`src/rtl/core/ac_pkg.sv`:
```
// ----------------------------------------------------------------------------
// Aho-Corasick counter package
// Shared item kinds, controller commands, control structs and helpers.
// ----------------------------------------------------------------------------
package ac_pkg;

  localparam logic [1:0] KIND_INSERT = 2'd0;
  localparam logic [1:0] KIND_SCAN   = 2'd1;
  localparam logic [1:0] KIND_QUERY  = 2'd2;

  typedef logic [4:0] op_t;

  localparam op_t OP_IDLE     = 5'd0;
  localparam op_t OP_CLR      = 5'd1;
  localparam op_t OP_CHECK    = 5'd2;
  localparam op_t OP_PHASE    = 5'd3;
  localparam op_t OP_STEP_RD  = 5'd4;
  localparam op_t OP_STEP_USE = 5'd5;
  localparam op_t OP_SCAN_WR  = 5'd6;
  localparam op_t OP_RESP     = 5'd7;
  localparam op_t OP_B_R0     = 5'd8;
  localparam op_t OP_B_R0U    = 5'd9;
  localparam op_t OP_B_POP    = 5'd10;
  localparam op_t OP_B_NOW    = 5'd11;
  localparam op_t OP_B_FNOW   = 5'd12;
  localparam op_t OP_B_RCH    = 5'd13;
  localparam op_t OP_B_RVIA   = 5'd14;
  localparam op_t OP_B_USE    = 5'd15;
  localparam op_t OP_P_DEG_RD = 5'd16;
  localparam op_t OP_P_DEG_F  = 5'd17;
  localparam op_t OP_P_DEG_W  = 5'd18;
  localparam op_t OP_P_Z_RD   = 5'd19;
  localparam op_t OP_P_Z_U    = 5'd20;
  localparam op_t OP_P_POP    = 5'd21;
  localparam op_t OP_P_U      = 5'd22;
  localparam op_t OP_P_V      = 5'd23;
  localparam op_t OP_P_UPD    = 5'd24;

  typedef struct packed {
    op_t op;
  } cmd_t;

  typedef struct packed {
    logic ignore;
    logic later;
    logic is_insert;
    logic is_scan;
    logic kind_query;
    logic last;
    logic qempty;
    logic c_last;
    logic i_over;
    logic clr_done;
    logic out_free;
  } status_t;

  function automatic logic [31:0] sat_add(input logic [31:0] a, input logic [31:0] b);
    logic [32:0] s;
    s = {1'b0, a} + {1'b0, b};
    return s[32] ? 32'hFFFF_FFFF : s[31:0];
  endfunction

endpackage

```
`src/rtl/core/ac_ctrl.sv`:
```
// ----------------------------------------------------------------------------
// Aho-Corasick controller
// Sequences clearing, item steps, link build and count propagation.
// ----------------------------------------------------------------------------
module ac_ctrl (
  input  logic            clk,
  input  logic            rst_n,
  input  logic            in_valid,
  input  ac_pkg::status_t st,
  output ac_pkg::cmd_t    cmd
);

  localparam logic [4:0] S_IDLE     = ac_pkg::OP_IDLE;
  localparam logic [4:0] S_CLR      = ac_pkg::OP_CLR;
  localparam logic [4:0] S_CHECK    = ac_pkg::OP_CHECK;
  localparam logic [4:0] S_PHASE    = ac_pkg::OP_PHASE;
  localparam logic [4:0] S_STEP_RD  = ac_pkg::OP_STEP_RD;
  localparam logic [4:0] S_STEP_USE = ac_pkg::OP_STEP_USE;
  localparam logic [4:0] S_SCAN_WR  = ac_pkg::OP_SCAN_WR;
  localparam logic [4:0] S_RESP     = ac_pkg::OP_RESP;
  localparam logic [4:0] S_B_R0     = ac_pkg::OP_B_R0;
  localparam logic [4:0] S_B_R0U    = ac_pkg::OP_B_R0U;
  localparam logic [4:0] S_B_POP    = ac_pkg::OP_B_POP;
  localparam logic [4:0] S_B_NOW    = ac_pkg::OP_B_NOW;
  localparam logic [4:0] S_B_FNOW   = ac_pkg::OP_B_FNOW;
  localparam logic [4:0] S_B_RCH    = ac_pkg::OP_B_RCH;
  localparam logic [4:0] S_B_RVIA   = ac_pkg::OP_B_RVIA;
  localparam logic [4:0] S_B_USE    = ac_pkg::OP_B_USE;
  localparam logic [4:0] S_P_DEG_RD = ac_pkg::OP_P_DEG_RD;
  localparam logic [4:0] S_P_DEG_F  = ac_pkg::OP_P_DEG_F;
  localparam logic [4:0] S_P_DEG_W  = ac_pkg::OP_P_DEG_W;
  localparam logic [4:0] S_P_Z_RD   = ac_pkg::OP_P_Z_RD;
  localparam logic [4:0] S_P_Z_U    = ac_pkg::OP_P_Z_U;
  localparam logic [4:0] S_P_POP    = ac_pkg::OP_P_POP;
  localparam logic [4:0] S_P_U      = ac_pkg::OP_P_U;
  localparam logic [4:0] S_P_V      = ac_pkg::OP_P_V;
  localparam logic [4:0] S_P_UPD    = ac_pkg::OP_P_UPD;

  logic [4:0] state_r, state_nxt;

  always_comb begin
    state_nxt = state_r;
    unique case (state_r)
      S_CLR:      if (st.clr_done) state_nxt = S_IDLE;
      S_IDLE:     if (in_valid) state_nxt = S_CHECK;
      S_CHECK: begin
        if (st.ignore) state_nxt = S_IDLE;
        else if (st.later) state_nxt = st.is_insert ? S_B_R0 : S_P_DEG_RD;
        else state_nxt = S_STEP_RD;
      end
      S_PHASE:    state_nxt = S_STEP_RD;
      S_STEP_RD:  state_nxt = S_STEP_USE;
      S_STEP_USE: begin
        if (st.is_scan) state_nxt = S_SCAN_WR;
        else if (st.last) state_nxt = S_RESP;
        else state_nxt = S_IDLE;
      end
      S_SCAN_WR:  state_nxt = S_IDLE;
      S_RESP:     if (st.out_free) state_nxt = S_IDLE;
      S_B_R0:     state_nxt = S_B_R0U;
      S_B_R0U:    state_nxt = st.c_last ? S_B_POP : S_B_R0;
      S_B_POP: begin
        if (!st.qempty) state_nxt = S_B_NOW;
        else state_nxt = st.kind_query ? S_P_DEG_RD : S_PHASE;
      end
      S_B_NOW:    state_nxt = S_B_FNOW;
      S_B_FNOW:   state_nxt = S_B_RCH;
      S_B_RCH:    state_nxt = S_B_RVIA;
      S_B_RVIA:   state_nxt = S_B_USE;
      S_B_USE:    state_nxt = st.c_last ? S_B_POP : S_B_RCH;
      S_P_DEG_RD: state_nxt = st.i_over ? S_P_Z_RD : S_P_DEG_F;
      S_P_DEG_F:  state_nxt = S_P_DEG_W;
      S_P_DEG_W:  state_nxt = S_P_DEG_RD;
      S_P_Z_RD:   state_nxt = st.i_over ? S_P_POP : S_P_Z_U;
      S_P_Z_U:    state_nxt = S_P_Z_RD;
      S_P_POP:    state_nxt = st.qempty ? S_PHASE : S_P_U;
      S_P_U:      state_nxt = S_P_V;
      S_P_V:      state_nxt = S_P_UPD;
      S_P_UPD:    state_nxt = S_P_POP;
      default:    state_nxt = S_IDLE;
    endcase
  end

  always_ff @(posedge clk) begin
    if (!rst_n) begin
      state_r <= S_CLR;
    end else begin
      state_r <= state_nxt;
    end
  end

  assign cmd.op = state_r;

endmodule

```
`config.mk`:
```
export PLATFORM = sky130hd
export DESIGN_NAME = ac_ctrl
export DESIGN_NICKNAME = d
export VERILOG_FILES = /design/src/rtl/core/ac_pkg.sv /design/src/rtl/core/ac_ctrl.sv
export SDC_FILE = /design/constraint.sdc
export NUM_CORES = 1
export LEC_CHECK = 0
export BUFFER_PORTS_ARGS = -buffer_cell sky130_fd_sc_hd__buf_2
export CORE_MARGIN = 1
export CORE_UTILIZATION = 49
export DETAILED_ROUTE_END_ITERATION = 10
export HOLD_SLACK_MARGIN = 0.15
export PLACE_DENSITY = 0.76
export SETUP_SLACK_MARGIN = 0.15
export SYNTH_ARGS = -nofsm -noshare
export SYNTH_HDL_FRONTEND = slang
export SYNTH_SLANG_ARGS = --single-unit
```
`constraint.sdc`:
```
create_clock -name clk -period 2.12 [get_ports clk]
set_clock_uncertainty 0.2 [all_clocks]
set_input_delay 0.212 -clock clk [delete_from_list [all_inputs] [get_ports clk]]
set_output_delay 0.212 -clock clk [all_outputs]
set_load 0.03 [all_outputs]
```
**Yosys cells after proc, flatten, opt, wreduce, memory -nomap -nowiden**

Cells that the tools add are included.

- Flip-flop bits (word level): 5
- Input bits: 14
- Output and inout bits: 5

- Eq/ne operators: 26
- Multiplexer cells: 16
- Reduce and logical (&&, ||, !) cells: 2

Operators by type and width:

| kind | count |
|---|---|
| case mux 5 bit (24 select lines) | 1 |
| == test 5 bit, second input constant | 9 |
| two-way mux 5 bit | 9 |
| == test 5 x 4 -> 1 bit, second input constant | 8 |
| == test 5 x 3 -> 1 bit, second input constant | 3 |
| == test 5 x 2 -> 1 bit, second input constant | 2 |
| two-way mux 3 bit | 3 |
| inequality test 2 bit, second input constant | 3 |
| == test 5 x 1 -> 1 bit, second input constant | 1 |
| zero test 5 bit | 1 |
| two-way mux 2 bit | 2 |
| AND reduction 3 bit | 1 |
| two-way mux 1 bit | 1 |

**Logic depth before layout (Yosys ltp)**

Gate-level depths: netlist of the first run.

- Depth after elaboration: 4
- Depth in mapped cells: 6

**Worst setup path after synthesis of the first run**

OpenSTA, ideal clock, no wires.

- Path kind: register to register
- Start: register state_r[2], in the netlist cmd[2]
- End: register state_r[4], in the netlist cmd[4]
- Library setup time: 0.115 ns
- Data arrival time: 1.432 ns
- Data required time: 1.805 ns
- Setup slack: 0.373 ns
- Cell stages (with the launch flop): 6
- Buffers on the path: 1
- Clock period less this slack: 1.747 ns
- Cell sequence: dfxtp_1 buf_4 nand2b_2 o32ai_1 a221o_1 o21ba_1

- Longest elaborated chain between the ends: 3

RTL lines:

| item | line | text |
|---|---|---|
| from (decl) | ac_ctrl.sv:39 | `logic [4:0] state_r, state_nxt;` |
| from (signal assigned) | ac_ctrl.sv:88 | `state_r <= state_nxt;` |
| parallel branches: the longest is 3 deep, another holds case mux 5 bit (24 select lines) | n/a |  |

Parallel ways; which one is timed is not known.
A chain may end at the register's enable or synchronous reset.

**Final worst setup path of the first run**

- Start: register state_r[4], in the netlist cmd[4]
- End: register state_r[4], in the netlist cmd[4]

Same word-level chain as after synthesis.

==> reports/qor.yml, run 1 <==
fin_cells: 119
finalHoldViolCount: 0
die_area_mm2: 0.001458
ios: 19
r2r_start: "cmd[4]"
min_path_type: "input pin to flip-flop"
vias: 774
hold-path-endpoint: "cmd[2]"
grt_usage_pct: 27.41
leakage_uw: 0.0003062
die_x_um: 38.19
synthArstFlopShare_pct: 0
post-route-min-period_ns: 1.841
dpl.hpwl_um: 1229
nets: 120
yosysTopAreaCell: "dfxtp_1"
area_delta_synth_final_pct: 21.25
crit_type: "flip-flop to flip-flop"
vias_per_cell: 6.504
outcome: "finished, final reports clean"
syn_area_um2: 641.9
reg2reg_depth: 4
core-area_mm2: 0.001156
peakVddDrop_mv: 0.2287
synth_top_area_share_pct: 15.59
arrival_ns: 1.78
finalCritPeriodShare_pct: 86.86
largest_register_ff_count: 5
slew_viol_final: 0
synth_nets: 98
clock_sinks: 5
tightestPinTransition_ns: 0.4752
path_max_fanout: 15
grt_pass1_wl_um: 2732
drt_iter0_drc: 31
synth_commonest_cells: "nor2_1 (8), a21oi_1 (7), nand2_1 (6), dfxtp_1 (5)"
finalSetupViolations: 0
grt_max_degree: 21
netlist_top_cells_area: "dfxtp_1 (16%), a21oi_1 (5.5%), buf_4 (4.7%), nor2_1 (4.7%), buf_6 (3.5%)"
cts_tree: "built"
reg2reg_to: "cmd[4]"
rsz0062_at_grt: "no"
place_congestion: 0.8284
cp.required_ns: 2.06
r2r_slack_ns: 0.28
htree_levels: 1
path_cells: "nand2b_1, o32ai_1, a221o_1, o21ba_1"
hold_start: "st[5]"
ys_seq_area_share_pct: 15.59
hold_path_depth: 4
synth_seq_cells: 5
dpl.cell_count: 110
synth_edf_count: 0
path_clk_slew_ns: 0.04
synthDistinctLibCells: 43
insertion_delay_ns: 0.26
startpoint_type: "flip-flop"
yosys_most_used_dff: "dfxtp_1"
row_count: 12
drive_above_1_share_pct: 27.62
end_kind: "flip-flop"
fillers: 97
drc: 0
p_per_area_mw_per_mm2: 406.8
yosysWarnings: 0
critPathSlowestCell: "dfxtp_1"
grt_pass1_vias: 662
gr-total-overflow: 0
cts_buffers: 3
postRouteAntennaNets: 0
wirelength_um: 1737
maxCapViolCount: 0
antenna_found_initial: 0
die_h_um: 38.19
fmaxAchievable_ghz: 0.5430
max-clock-path-buffers: 2
first_pass_iters: 4
tns_ns: 0
multi_input_area_um2: 476.7
syn_inst: 84
avgSynthCellArea_um2: 7.641
diodes: 0
post_cts_buffers: 0
synth_most_common_cell: "nor2_1"
critPathMaxStageDelay_ns: 0.60
root_buffer: "clkbuf_4"
initial_core_util_pct: 55.52
relSlewSlack_pct: 68.28
seq_area_um2: 102.6
wl_per_cell_um: 14.60
portBuffers: 18
[power breakdown]
group	total [µW]	switching [µW]	internal, µW
Sequential	112	13.9	98.5
Combinational	85.7	41.7	43.9
Clock	119	46.9	71.6
[critical path, delay by kind of cell, from the launching register on]
kind            cells  cell delay, ns
simple gates        1            0.29
compound gates      3            0.65
flops               1            0.60
[cell type report]
type	instances	share of cell area, %
inverters	2	0.9646
multi-input cells	70	61.25
clock buffers	4	3.376
well taps	14	2.251
repair buffers	24	18.97
flip-flops and latches	5	13.18
[worst max-delay path by stage]
| stage | slack (ns) | startpoint | endpoint | depth (start not counted) |
|---|---|---|---|---|
| floorplan | 0.37 | cmd[2] | cmd[4] | 5 |
| global placement | 0.31 | cmd[4] | cmd[4] | 4 |
| detailed placement | 0.25 | cmd[0] | cmd[1] | 4 |
| CTS | 0.27 | cmd[0] | cmd[1] | 4 |
| global route | 0.21 | cmd[4] | cmd[4] | 4 |
| finish | 0.28 | cmd[4] | cmd[4] | 4 |
[per-layer routing]
metal	vias to the layer above	share of wire, %	GRT usage [%]	wire length (µm)
met4	0	2.8	16.07	48
met5	-	0	0	0
met1	347	42	33.10	724
met2	54	46	44.92	801
li1	367	-	-	-
met3	6	9.3	4.651	161
[stage by stage]
| stage | total power (µW) | hold slack (ns) | setup WS (ns) | utilization (%) | cell area [µm²] |
|---|---|---|---|---|---|
| floorplan | 168.2 | 0.1456 | 0.3730 | - | 641.9 |
| global placement | 189.0 | 0.2941 | 0.3129 | 60.50 | 699.4 |
| detailed placement | 190.8 | 0.2956 | 0.2532 | 60.50 | 699.4 |
| CTS | 316.0 | 0.2126 | 0.2659 | 67.10 | 775.7 |
| global route | 330.1 | 0.2604 | 0.2073 | 67.32 | 778.2 |
| finish | 316.6 | 0.2104 | 0.2785 | 67.32 | 778.2 |
[cell usage in the layout (no fill, tap or decap), drive strengths merged]
cell type    Yosys  layout
o221ai           2       2
nor4bb           2       2
dfxtp            5       5
o2bb2ai          1       1
nand4b           2       2
o41a             1       1
nor3b            2       2
nand2b           4       4
a21oi            7       7
o41ai            1       1
nand2            6       6
nand3            2       2
a32oi            1       1
or3b             1       1
o21ai            5       5
o211ai           1       1
a22o             1       1
a211oi           2       2
inv              2       2
a211o            1       1
or3              2       2
buf              7      19
a221o            1       1
o21ba            1       1
nor2             8       8
dlygate4sd3      0       5
nor2b            2       2
nor3             2       2
clkbuf           0       4
a21boi           3       3
nand3b           2       2
o32ai            1       1
o21bai           2       2
o2111ai          1       1
nor4b            1       1
or2b             1       1
a31oi            1       1
[repair_timing]
action,CTS,global route
hold buffers,5,0
setup endpoints to repair,0,1
gates resized for setup,0,2
endpoints found under the hold margin,4,0
[kinds of logic after synthesis]
family	after synthesis	share of synthesized area [%]
simple gates	37	36.26
compound gates	33	38.01
buf+inv	9	10.14
flops	5	15.60
No activity file was read; power rests on OpenSTA's default activity.
==> run 2: changes to the inputs <==
Settings changed: CORE_AREA from default to 2 2 39 41, CORE_MARGIN 1 to default, CORE_UTILIZATION 49 to default, CTS_BUF_LIST from default to sky130_fd_sc_hd__clkbuf_4, DIE_AREA from default to 0 0 41 43, PLACE_DENSITY 0.76 to 0.75.
==> run 2 against run 1 <==
Net effect:
- sequential share of layout area shrank 0.11 points
- via count is 0.90% lower
- critical path depth did not move
- flip-flop and latch count unchanged
- fmax rose by 0.87%
- global-route usage shrank 7.4 points
- hold slack gained 0.0086 ns
- non-clock buffer count did not move
- critical path type unchanged
- critical endpoint is now cmd[1]
- highest routed layer is now met3
==> reports/qor.yml, run 2 (synthesis results as in run 1) <==
reg2reg_depth: 4  # unchanged
crit_type: "flip-flop to flip-flop"
portBuffers: 18  # unchanged
r2r_slack_ns: 0.29  # +0.02 ns
finalCritPeriodShare_pct: 86.11  # -0.75 points
path_clk_slew_ns: 0.05  # about the same
htree_levels: 1  # unchanged
p_per_area_mw_per_mm2: 407.0  # about the same
grt_pass1_vias: 614  # -7.3%
nets: 120  # unchanged
slew_viol_final: 0  # unchanged
fin_area_um2: 784.5  # +0.80%
startpoint_type: "flip-flop"
peakVddDrop_mv: 0.3113  # +36%
finalSetupViolations: 0  # unchanged
tightestPinTransition_ns: 0.5537  # +0.07849 ns
cts_buffers: 3  # unchanged
insertion_delay_ns: 0.24  # -0.02 ns
largest_register_ff_count: 5  # unchanged
finalCoreUtilization_pct: 56.69  # -11 points
wl_per_cell_um: 13.75  # -5.8%
finalHoldViolCount: 0  # unchanged
area_delta_synth_final_pct: 22.22
drc: 0  # unchanged
r2r_start: "cmd[1]"
postRouteAntennaNets: 0  # unchanged
antenna_found_initial: 0  # unchanged
whs_ns: 0.2190  # +0.008625 ns
relSlewSlack_pct: 63.04  # -5.2 points
leakage_uw: 0.0003096  # +1.1%
outcome: "finished, final reports clean"
wirelength_um: 1664  # -4.2%
vias: 767  # -0.90%
maxCapViolCount: 0  # unchanged
root_buffer: "clkbuf_4"
reg2reg_to: "cmd[1]"
cp.required_ns: 2.04  # -0.02 ns
grt_pass1_wl_um: 2525  # -7.6%
fmaxAchievable_ghz: 0.5478  # +0.87%
layout_common_cells: "buf_2 (18), nor2_1 (8), a21oi_1 (7), nand2_1 (6), dlygate4sd3_1 (5)"
hold-path-endpoint: "cmd[2]"
placed_area_um2: 701.9  # +0.36%
first_pass_iters: 4  # unchanged
hold_start: "st[5]"
tns_ns: 0  # unchanged
path_max_fanout: 18  # +3
row_count: 14  # +2
dpl.cell_count: 112  # +1.8%
post_cts_buffers: 0  # unchanged
core-area_mm2: 0.001384  # +20%
min_path_type: "input pin to flip-flop"
cts_tree: "built"
die_x_um: 41  # +7.4%
gr-total-overflow: 0  # unchanged
grt_usage_pct: 20.02  # -7.4 points
hold_path_depth: 4  # unchanged
rsz0062_at_grt: "no"
drive_above_1_share_pct: 28.57  # +0.95 points
drt_iter0_drc: 37  # +19%
place_congestion: 0.8572  # +3.5%
fin_cells: 121  # +1.7%
dpl.hpwl_um: 1182  # -3.8%
arrival_ns: 1.74  # -0.04 ns
final_common_cell: "buf_2"
clock_sinks: 5  # unchanged
initial_core_util_pct: 46.38  # -9.1 points
max-clock-path-buffers: 2  # unchanged
diodes: 0  # unchanged
post-route-min-period_ns: 1.826  # -0.01593 ns
vias_per_cell: 6.339  # -2.5%
die_area_mm2: 0.001763  # +21%
end_kind: "flip-flop"
grt_max_degree: 21  # unchanged
ios: 19  # unchanged
die_h_um: 43  # +13%
## run 2: critical path: stages, from the launching register on
cell and delay, ns:
dfxtp_1 0.66, nor3_1 0.16, a22o_1 0.26, nor4b_1 0.31, o2bb2ai_1 0.11
## run 2: where the power goes
part           leakage, µW  switching, µW  internal (µW)
Clock            0.0000184           37.6           83.8
Sequential       0.0000410           15.8           98.4
Combinational     0.000250           39.9           43.8
Total             0.000310           93.2            226
## run 2: metal layers
| metal | track usage [%] | wire length (µm) | vias to the layer above |
|---|---|---|---|
| met4 | 4.000 | 0 | 0 |
| met2 | 32.50 | 806 | 45 |
| li1 | - | - | 367 |
| met3 | 3.141 | 142 | 0 |
| met1 | 26.86 | 715 | 355 |
| met5 | 0 | 0 | - |
## run 2: timing repair
item | CTS | global route
endpoints found under the hold margin | 3 | 0
hold buffers | 5 | 0
endpoints found under the setup margin | 0 | 2
resized for setup | 0 | 2
## run 2: worst max path at each step
stage | start | to | slack, ns | cells past startpoint
final | cmd[1] | cmd[1] | 0.29 | 4
after global routing | cmd[1] | cmd[1] | 0.23 | 4
after CTS | cmd[0] | cmd[1] | 0.24 | 4
after detailed placement | cmd[0] | cmd[1] | 0.23 | 4
after global placement | cmd[4] | cmd[4] | 0.28 | 4
after floorplan | cmd[2] | cmd[4] | 0.37 | 5
## run 2: final cells by class
cell class | instances | area, µm²
clock buffers | 4 | 30.03
fillers | 126 | 599.3
inverters | 2 | 7.507
multi-input cells | 70 | 476.7
flip-flops and latches | 5 | 102.6
well taps | 16 | 20.02
repair buffers | 24 | 147.6
## run 2: stage by stage
stage,power (µW),setup slack [ns]
floorplan,168.2,0.3730
detailed placement,191.3,0.2307
finish,319.3,0.2945
global placement,189.2,0.2760
global route,334.5,0.2295
CTS,319.3,0.2425
